<file path="src/hdl/drtm_div.sv">
// Bit-serial restoring divider for unsigned magnitudes, one quotient bit per cycle.
module drtm_div #(
  parameter int NUM_W = 34,
  parameter int DEN_W = 15
) (
  input  logic             clk,
  input  logic             rst,
  input  logic             start,
  input  logic [NUM_W-1:0] num,
  input  logic [DEN_W-1:0] den,
  output logic             done,
  output logic [NUM_W-1:0] quot
);

  localparam int CNT_W = $clog2(NUM_W + 1);

  typedef enum logic {
    S_IDLE,
    S_RUN
  } state_t;

  state_t           state;
  logic [CNT_W-1:0] cnt;
  logic [NUM_W-1:0] acc;
  logic [DEN_W-1:0] rem;
  logic [DEN_W-1:0] divisor;
  logic [DEN_W:0]   rem_sh;
  logic [DEN_W:0]   trial;
  logic             fits;

  // The dividend shifts out of the top of acc while quotient bits enter at the bottom.
  assign rem_sh = {rem, acc[NUM_W-1]};
  assign trial  = rem_sh - {1'b0, divisor};
  assign fits   = ~trial[DEN_W];
  assign quot   = acc;

  always_ff @(posedge clk) begin
    if (rst) begin
      state <= S_IDLE;
      cnt   <= '0;
      done  <= 1'b0;
    end else begin
      done <= 1'b0;
      case (state)
        S_IDLE: begin
          if (start) begin
            acc     <= num;
            divisor <= den;
            rem     <= '0;
            cnt     <= CNT_W'(NUM_W);
            state   <= S_RUN;
          end
        end
        S_RUN: begin
          acc <= {acc[NUM_W-2:0], fits};
          rem <= fits ? trial[DEN_W-1:0] : rem_sh[DEN_W-1:0];
          cnt <= cnt - CNT_W'(1);
          if (cnt == CNT_W'(1)) begin
            state <= S_IDLE;
            done  <= 1'b1;
          end
        end
        default: begin
          state <= S_IDLE;
        end
      endcase
    end
  end

endmodule

</file>
<file path="config.mk">
export PLATFORM = sky130hd
export DESIGN_NAME = drtm_div
export DESIGN_NICKNAME = d
export VERILOG_FILES = /design/src/hdl/drtm_div.sv
export SDC_FILE = /design/constraint.sdc
export NUM_CORES = 1
export LEC_CHECK = 0
export ABC_AREA = 1
export BUFFER_PORTS_ARGS = -buffer_cell sky130_fd_sc_hd__buf_2
export CAP_MARGIN = 20
export CORE_MARGIN = 3
export CORE_UTILIZATION = 45
export CTS_BUF_LIST = sky130_fd_sc_hd__clkbuf_2 sky130_fd_sc_hd__clkbuf_4 sky130_fd_sc_hd__clkbuf_8
export CTS_CLUSTER_DIAMETER = 40
export DETAILED_ROUTE_END_ITERATION = 16
export PLACE_DENSITY = 0.78
export SLEW_MARGIN = 20
export SYNTH_ARGS = -nofsm -noshare
export SYNTH_HDL_FRONTEND = slang
export SYNTH_SLANG_ARGS = --single-unit
export TNS_END_PERCENT = 10
</file>
<file path="constraint.sdc">
create_clock -name clk -period 6.35 [get_ports clk]
set_input_delay 0.3175 -clock clk [delete_from_list [all_inputs] [get_ports clk]]
set_output_delay 0.3175 -clock clk [all_outputs]
set_load 0.005 [all_outputs]
</file>
# ---- Word level (Yosys, flattened, before mapping)
# Index checks and enable logic that the tools add are counted.
dict set report word_totals {
  wordCells 27
  regBits 72
}
dict set report op_classes {
  n_reduce_logical 3
  muxes 11
  eq_ne 2
  n_bitwise 3
  addsub 2
}
# operator count
set op_table {}
lappend op_table {{34-bit case mux with 2 select lines} 1}
lappend op_table {{34-bit 2-to-1 mux} 1}
lappend op_table {{15-bit 2-to-1 mux} 2}
lappend op_table {{15-bit case mux with 2 select lines} 1}
lappend op_table {{16-bit by 15-bit subtractor with 16-bit output} 1}
lappend op_table {{6-bit case mux with 2 select lines} 1}
lappend op_table {{6-bit by 1-bit equality test with 1-bit output (second input constant)} 1}
lappend op_table {{6-bit 2-to-1 mux} 1}
lappend op_table {{6-bit by 1-bit subtractor with 6-bit output (second input constant)} 1}
lappend op_table {{1-bit 2-to-1 mux} 3}
lappend op_table {{1-bit inverter} 3}
lappend op_table {{3-bit AND reduction} 1}
lappend op_table {{2-bit != test (second input constant)} 1}
lappend op_table {{1-bit case mux with 2 select lines} 1}
lappend op_table {{2-bit AND reduction} 1}
lappend op_table {{2-bit OR reduction} 1}

# ---- Depth between registers and ports, before layout
# Gate-level depths: netlist of the first run.
dict set report logic_depth {
  word_depth 3
  depth_mapped 15
  mapped_depth_nobuf 14
}

# ---- Worst setup path after synthesis of the first run
# No wires, ideal clock.
dict set report synth_path {
  path_kind {input to register}
  startpoint {in rst}
  endpoint {reg acc[0], in the netlist quot[0] (enable)}
  t_arrival_ns 2.609
  cell_stages 2
  required_time_ns 5.893
  path_buffers 1
  path_slack_ns 3.284
  setup_ns 0.457
  cell_sequence {clkbuf_1 nor2_1}
}
dict set report synth_between {
  elab_chain_len 2
}
# element line
set synth_rtl {}
lappend synth_rtl {{from (decl)} 7} ;# input logic rst,
lappend synth_rtl {{1-bit inverter (no line)} n/a}
lappend synth_rtl {{2-bit AND reduction (no line)} n/a}
lappend synth_rtl {{to (signal assigned)} 47} ;# acc <= num;
lappend synth_rtl {{to (signal assigned)} 55} ;# acc <= {acc[NUM_W-2:0], fits};
lappend synth_rtl {{to (decl)} 24} ;# logic [NUM_W-1:0] acc;
# No other way between the ends.
# A chain may end at the register's enable or synchronous reset.

# ---- Final worst setup path of the first run
dict set report layout_path {
  startpoint {reg state}
  endpoint {reg cnt[5]}
}
dict set report layout_between {
  elab_chain_len 2
  word_cells_on_any_way 3
  cone_classes {eq/ne: 1; mux: 1; bitwise: 1}
}
# element line
set layout_rtl {}
lappend layout_rtl {{from (decl)} 22} ;# state_t state;
lappend layout_rtl {{from (signal assigned)} 39} ;# state <= S_IDLE;
lappend layout_rtl {{from (signal assigned)} 51} ;# state <= S_RUN;
lappend layout_rtl {{from (signal assigned)} 59} ;# state <= S_IDLE;
lappend layout_rtl {{1-bit inverter (no line)} n/a}
lappend layout_rtl {{6-bit case mux with 2 select lines or 2-bit != test (tied branches)} n/a}
lappend layout_rtl {{to (signal assigned)} 50} ;# cnt <= CNT_W'(NUM_W);
lappend layout_rtl {{to (signal assigned)} 57} ;# cnt <= cnt - CNT_W'(1);
lappend layout_rtl {{to (decl)} 23} ;# logic [CNT_W-1:0] cnt;
# Several ways; a longest one is shown, not always the timed one.

==> metrics.txt, run 1 <==
Synth Flop Type=edfxtp_1; CTS Buf Count=9; Synth-to-Final Area Change=16.7%; Worst EP required=6.61 ns; sequential element share of the synthesized area=50.7%; Clock Latency Late Sink=0.35 ns; Clock power frac=29.2%; Min-Delay Startpoint=den[12]; post-route minimum period=2.67 ns; Slew @ Worst Pin=0.971 ns; endpoint type of the worst setup path=flop; hold slack final=0.146 ns; IO buf count=86; Slew Limit Fails=0; total grt overflow=0; Synth Register Bits=72; global-route wire length before repair=15300 microns; power per cell area=241 nW/um^2; drt first-iter violations=266; post-placement setup slack=3.75 ns; internal power=817 uW; GR met2 Demand/Resource=31.4%; worst hold path type=primary input to flop; Worst VDD drop=0.000175 V; CP arrival=2.93 ns; switch share=29.4%; commonest cells in the synthesized netlist=nand2_1, inv_1, edfxtp_1, nor2_1, nand3_1; Die ar.=10300 sq um; Bufs on Longest Clock Path=2; via density per instance=4.94; initial antenna violation count=0; Initial Utilization=46.6%; row cnt=34; via count=3471; Unique masters post-synth=32; CTS tree=built; worst r2r path cells=8; clock sink count=72; CP max FO=53; maxcap violations=0; Initial DRT Pass Iterations=5; antenna diode count=0; met3 Use GR=4.55%; Clock Skew=0.0174 ns; FF-to-FF setup slack=3.68 ns; GPL Wtd Cong=0.898; Die X=101 microns; Warnings, synthesis=0; post-CTS setup buffers=0; Hold Buf Count CTS=0; routed len/inst=13.1 microns; HPWL Detailed=6840 microns; CTS resizes=0; Final Cycle Share=42.0%; H-tree depth=3; r2r endpoint=cnt[5]; CP Cell Sequence=inv_2 -> nor2_1 -> nand2_1 -> nor2_1 -> inv_1 -> or2_0 -> nand3_1 -> nor3b_1; Fmax=0.375 GHz; Sequential Power Share=50.6%; Hold Crit Depth=1; fraction of final layout cells sized beyond drive strength 1=23.1%; count leader, synth=nand2_1; CP delay by family, top=simple AND/OR/NAND/NOR gates; Final nets=659; outcome=finished clean; Syn Area/Cell=8.17 sq um; EDFF count, synth=64; # DRC=0; Mapped Nets=572; vias in the first global route=3498; final WL=9200 microns; Clock transition at path regs=0.08 ns; area of the core=8810 sq um; combinational share of power=20.2%; Slew headroom=35.2%; Mapped Cells=502; Total GRT Usage=18.6%; Setup crit start kind=flop; Setup TNS=0 ns; buffers plus inverters on the worst setup path=2; Overall Power=1.16 mW; io pins=87; Most common cell on crit path=nor2_1; most area-hungry cell type in the Yosys netlist=edfxtp_1; largest net degree at the start of global routing=54; RSZ-0062 raised after global routing=no; hold path endpoint=divisor[12]; Reg2Reg Launch Point=state; CP max stage delay=0.97 ns; Synth top area share=46.8%; DRT antenna net count=0; Final Hold Fails=0; CTS root buffer=clkbuf_8; Switch Pwr=340 uW; final setup vio count=0; met1 Use GR=23.7%; CP max stage cell=dfxtp_2; Static Leak=2.44 nW; cell area after synthesis=4100 sq um; largest cells by area after synthesis=edfxtp_1, nand2_1, inv_1; setup ws final=3.68 ns; ys async rst share=0%; die height=101 microns; WS Path Type=flop to flop; most used routing layer=met2
-- how the worst max path moves through the flow --
stage                      from      end  cells after the start
after global placement    state   cnt[5]                      8
after floorplan             rst  quot[0]                      2
after CTS                 state   cnt[5]                      8
final                     state   cnt[5]                      8
after global routing      state   cnt[5]                      8
after detailed placement  state   cnt[5]                      8
-- through the flow --
stage | util (%) | cell area, sq um | cells
final | 54.4 | 4790 | 702
after global routing | 54.4 | 4790 | 702
after CTS | 54.4 | 4790 | 702
after detailed placement | 52.4 | 4610 | 686
after global placement | 52.4 | 4610 | 686
after floorplan | - | 4100 | 502
-- cell families (layout without fill, tap and decap cells) --
| family | Yosys count | count (layout) | synth area share (%) |
|---|---|---|---|
| compound gates | 14 | 14 | 2.04 |
| buf+inv | 82 | 174 | 8.36 |
| simple gates | 309 | 309 | 31.7 |
| xor+xnor | 7 | 7 | 1.49 |
| fa+ha+maj | 18 | 18 | 5.67 |
| flops | 72 | 72 | 50.7 |
-- cell usage in the layout, fill, tap and decap left out --
| cell type | synthesis | final |
|---|---|---|
| nor2_1 | 45 | 44 |
| a21oi_2 | 2 | 2 |
| or2_4 | 1 | 1 |
| nand2_4 | 2 | 2 |
| edfxtp_1 | 64 | 64 |
| nand4_1 | 6 | 6 |
| a221oi_1 | 1 | 1 |
| nand2_2 | 11 | 11 |
| inv_1 | 67 | 67 |
| xnor2_1 | 2 | 2 |
| nand2_1 | 208 | 208 |
| o21ai_1 | 1 | 1 |
| xor2_1 | 5 | 5 |
| a21oi_1 | 9 | 9 |
| or2_0 | 1 | 1 |
| dfxtp_2 | 0 | 1 |
| nor2_4 | 1 | 2 |
| clkbuf_8 | 0 | 10 |
| nor3b_1 | 1 | 1 |
| a211oi_1 | 1 | 1 |
| ha_1 | 17 | 17 |
| and3_1 | 1 | 1 |
| inv_2 | 2 | 2 |
| clkbuf_4 | 0 | 4 |
| nand3_2 | 1 | 1 |
| clkinv_2 | 0 | 2 |
| nand3_1 | 18 | 18 |
| buf_4 | 1 | 2 |
| clkinv_1 | 1 | 1 |
| dfxtp_1 | 8 | 7 |
| and2_1 | 2 | 2 |
| buf_2 | 0 | 86 |
| nor2_2 | 11 | 11 |
| fa_1 | 1 | 1 |
-- power by group through the flow --
stage | Sequential [mW] | Combinational (mW) | Clock, mW
final | 0.585 | 0.233 | 0.338
after detailed placement | 0.595 | 0.233 | 0
after global routing | 0.589 | 0.266 | 0.362
after global placement | 0.594 | 0.223 | 0
after floorplan | 0.586 | 0.174 | 0
after CTS | 0.585 | 0.234 | 0.341
-- routing by layer --
layer  wire [microns]  share of wire (%)
met2             4420                 48
met4              141                1.5
met5                0                  0
met1             4000                 43
met3              639                6.9
-- state kept, by name, indices dropped and copies added (netlist names) --
signal	cells
quot	34
cnt	6
divisor	15
done	1
rem	15
state	1
-- cell type report --
cell class,instances,area [sq um]
flip-flops and latches,72,2080
repair buffers,88,445
clock inverters,2,10.0
inverters,70,263
well taps,108,135
clock buffers,14,168
multi-input cells,348,1690
fillers,757,4020
No activity file was read; power rests on OpenSTA's default activity.
==> run 2, diff against run 1 <==
--- a/config.mk
+++ b/config.mk
@@ -13,7 +13,7 @@
 export CTS_BUF_LIST = sky130_fd_sc_hd__clkbuf_2 sky130_fd_sc_hd__clkbuf_4 sky130_fd_sc_hd__clkbuf_8
 export CTS_CLUSTER_DIAMETER = 40
 export DETAILED_ROUTE_END_ITERATION = 16
-export PLACE_DENSITY = 0.78
+export PLACE_DENSITY = 0.8
 export SLEW_MARGIN = 20
 export SYNTH_ARGS = -nofsm -noshare
 export SYNTH_HDL_FRONTEND = slang
==> constraint.sdc (replaced) <==
create_clock -name clk -period 2.3 [get_ports clk]
set_input_delay 0.115 -clock clk [delete_from_list [all_inputs] [get_ports clk]]
set_output_delay 0.115 -clock clk [all_outputs]
set_load 0.005 [all_outputs]
==> run 2 against run 1 <==
Compared with the run above: cell count up 3.0%; critical path type unchanged; final area up 5.0%; via count up 0.66%; die area unchanged.
==> metrics.txt, run 2 (synthesized netlist as in run 1, its figures left out) <==
outcome=finished clean; Hold Crit Depth=3; worst r2r path cells=11; HPWL Detailed=6790 microns; H-tree depth=3; CP arrival=2.29 ns; area of the core=8810 sq um; Reg2Reg Launch Point=rem[9]; max reg flops=34; vias in the first global route=3378; endpoint type of the worst setup path=flop; Min-Delay Startpoint=num[15]; CTS root buffer=clkbuf_8; die height=101 microns; CP Cell Sequence=ha_1 -> nand2_1 -> inv_2 -> nand2_1 -> nand2_1 -> a21oi_2 -> nand3_1 -> nand2_4 -> nand2_1 -> nand2_1 -> nor2_1; Setup crit start kind=flop; routed len/inst=12.9 microns; Total GRT Usage=18.7%; Clock Skew=0.0135 ns; worst hold path type=primary input to flop; post-route minimum period=2.18 ns; Slew @ Worst Pin=0.324 ns; CP delay by family, top=simple AND/OR/NAND/NOR gates; Clock transition at path regs=0.09 ns; WS Path Type=flop to flop; drt first-iter violations=186; most frequent cells in the layout=nand2_1, buf_2, inv_1, edfxtp_1, nor2_1; final WL=9300 microns; r2r endpoint=rem[1]; largest net degree at the start of global routing=37; CP max FO=9; DRT antenna net count=0; # DRC=0; Final Hold Fails=0; Worst VDD drop=0.000319 V; FF-to-FF setup slack=0.12 ns; most common cell after layout, fill and taps aside=nand2_1; Final nets=680; Initial Utilization=46.6%; io pins=87; via count=3494; initial antenna violation count=0; CTS tree=built; Setup TNS=0 ns; Fmax=0.458 GHz; antenna diode count=0; Bufs on Longest Clock Path=2; row cnt=34; fraction of final layout cells sized beyond drive strength 1=23.6%; IO buf count=86; Worst path depth=11; Die ar.=10300 sq um; clock sink count=72; Clock Latency Late Sink=0.35 ns; Slew Limit Fails=0; buffers plus inverters on the worst setup path=1; Synth-to-Final Area Change=22.6%; hold path endpoint=quot[15]; total grt overflow=0; Worst EP required=2.41 ns; Final Cycle Share=95.0%; fillers=791; global-route wire length before repair=15100 microns; GPL Wtd Cong=0.961; CTS Buf Count=9; hold slack final=0.0203 ns; Final Core Density=57.1%; Most common cell on crit path=nand2_1; Die X=101 microns; CP max stage cell=edfxtp_1; Static Leak=2.55 nW; Initial DRT Pass Iterations=4; CP max stage delay=0.43 ns; maxcap violations=0; via density per instance=4.83; final setup vio count=0; power per cell area=660 nW/um^2; Slew headroom=78.4%
## run 2: worst max-delay path by stage
| stage | endpoint | from | slack (ns) |
|---|---|---|---|
| 6_report | rem[1] | rem[9] | 0.12 |
| 5_1_grt | rem[11] | rem[8] | -0.03 |
| 4_1_cts | rem[12] | quot[33] | 0.07 |
| 3_5_place_dp | rem[12] | quot[33] | 0.11 |
| 3_3_place_gp | rem[12] | quot[33] | 0.12 |
| 2_1_floorplan | quot[0] | state | 0.09 |
## run 2: area by class of cell
class	count	area, sq um	area share (%)
inverters	70	263	5.23
repair buffers	108	646	12.8
multi-input cells	349	1700	33.8
clock inverters	5	55.1	1.09
well taps	108	135	2.69
flip-flops and latches	72	2080	41.4
clock buffers	11	145	2.89
## run 2: per-layer routing
layer	track usage, %	vias up	routed length [microns]
met5	0	-	0
met4	6.65	0	187
met3	4.34	17	648
met2	31.1	127	4470
met1	24.0	1571	4000
li1	-	1779	-
## run 2: worst reg2reg max path: stages (launching register included)
cell      delay, ns
edfxtp_1       0.43
ha_1           0.37
nand2_1        0.15
inv_2          0.05
nand2_1        0.08
nand2_1        0.07
a21oi_2        0.18
nand3_1        0.22
nand2_4        0.21
nand2_1        0.08
nand2_1        0.06
nor2_1         0.04
## run 2: power breakdown
| part | internal [mW] | switching (mW) |
|---|---|---|
| Clock | 0.544 | 0.479 |
| Combinational | 0.274 | 0.428 |
| Sequential | 1.54 | 0.0546 |
| Total | 2.36 | 0.961 |
## run 2: repair_timing
item	CTS	global route
endpoints found under the setup margin	0	3
resized for setup	0	3
hold buffers	15	0
endpoints found under the hold margin	15	0
buffers inserted	0	1
## run 2: metrics by stage
stage / cells / power [mW] / area [sq um] / setup slack (ns)
floorplan: 502 / 2.10 / 4110 / 0.0936
detailed placement: 690 / 2.29 / 4650 / 0.109
global route: 723 / 3.51 / 5030 / -0.0254
finish: 723 / 3.32 / 5030 / 0.115
CTS: 721 / 3.33 / 5000 / 0.0678
global placement: 690 / 2.27 / 4650 / 0.118
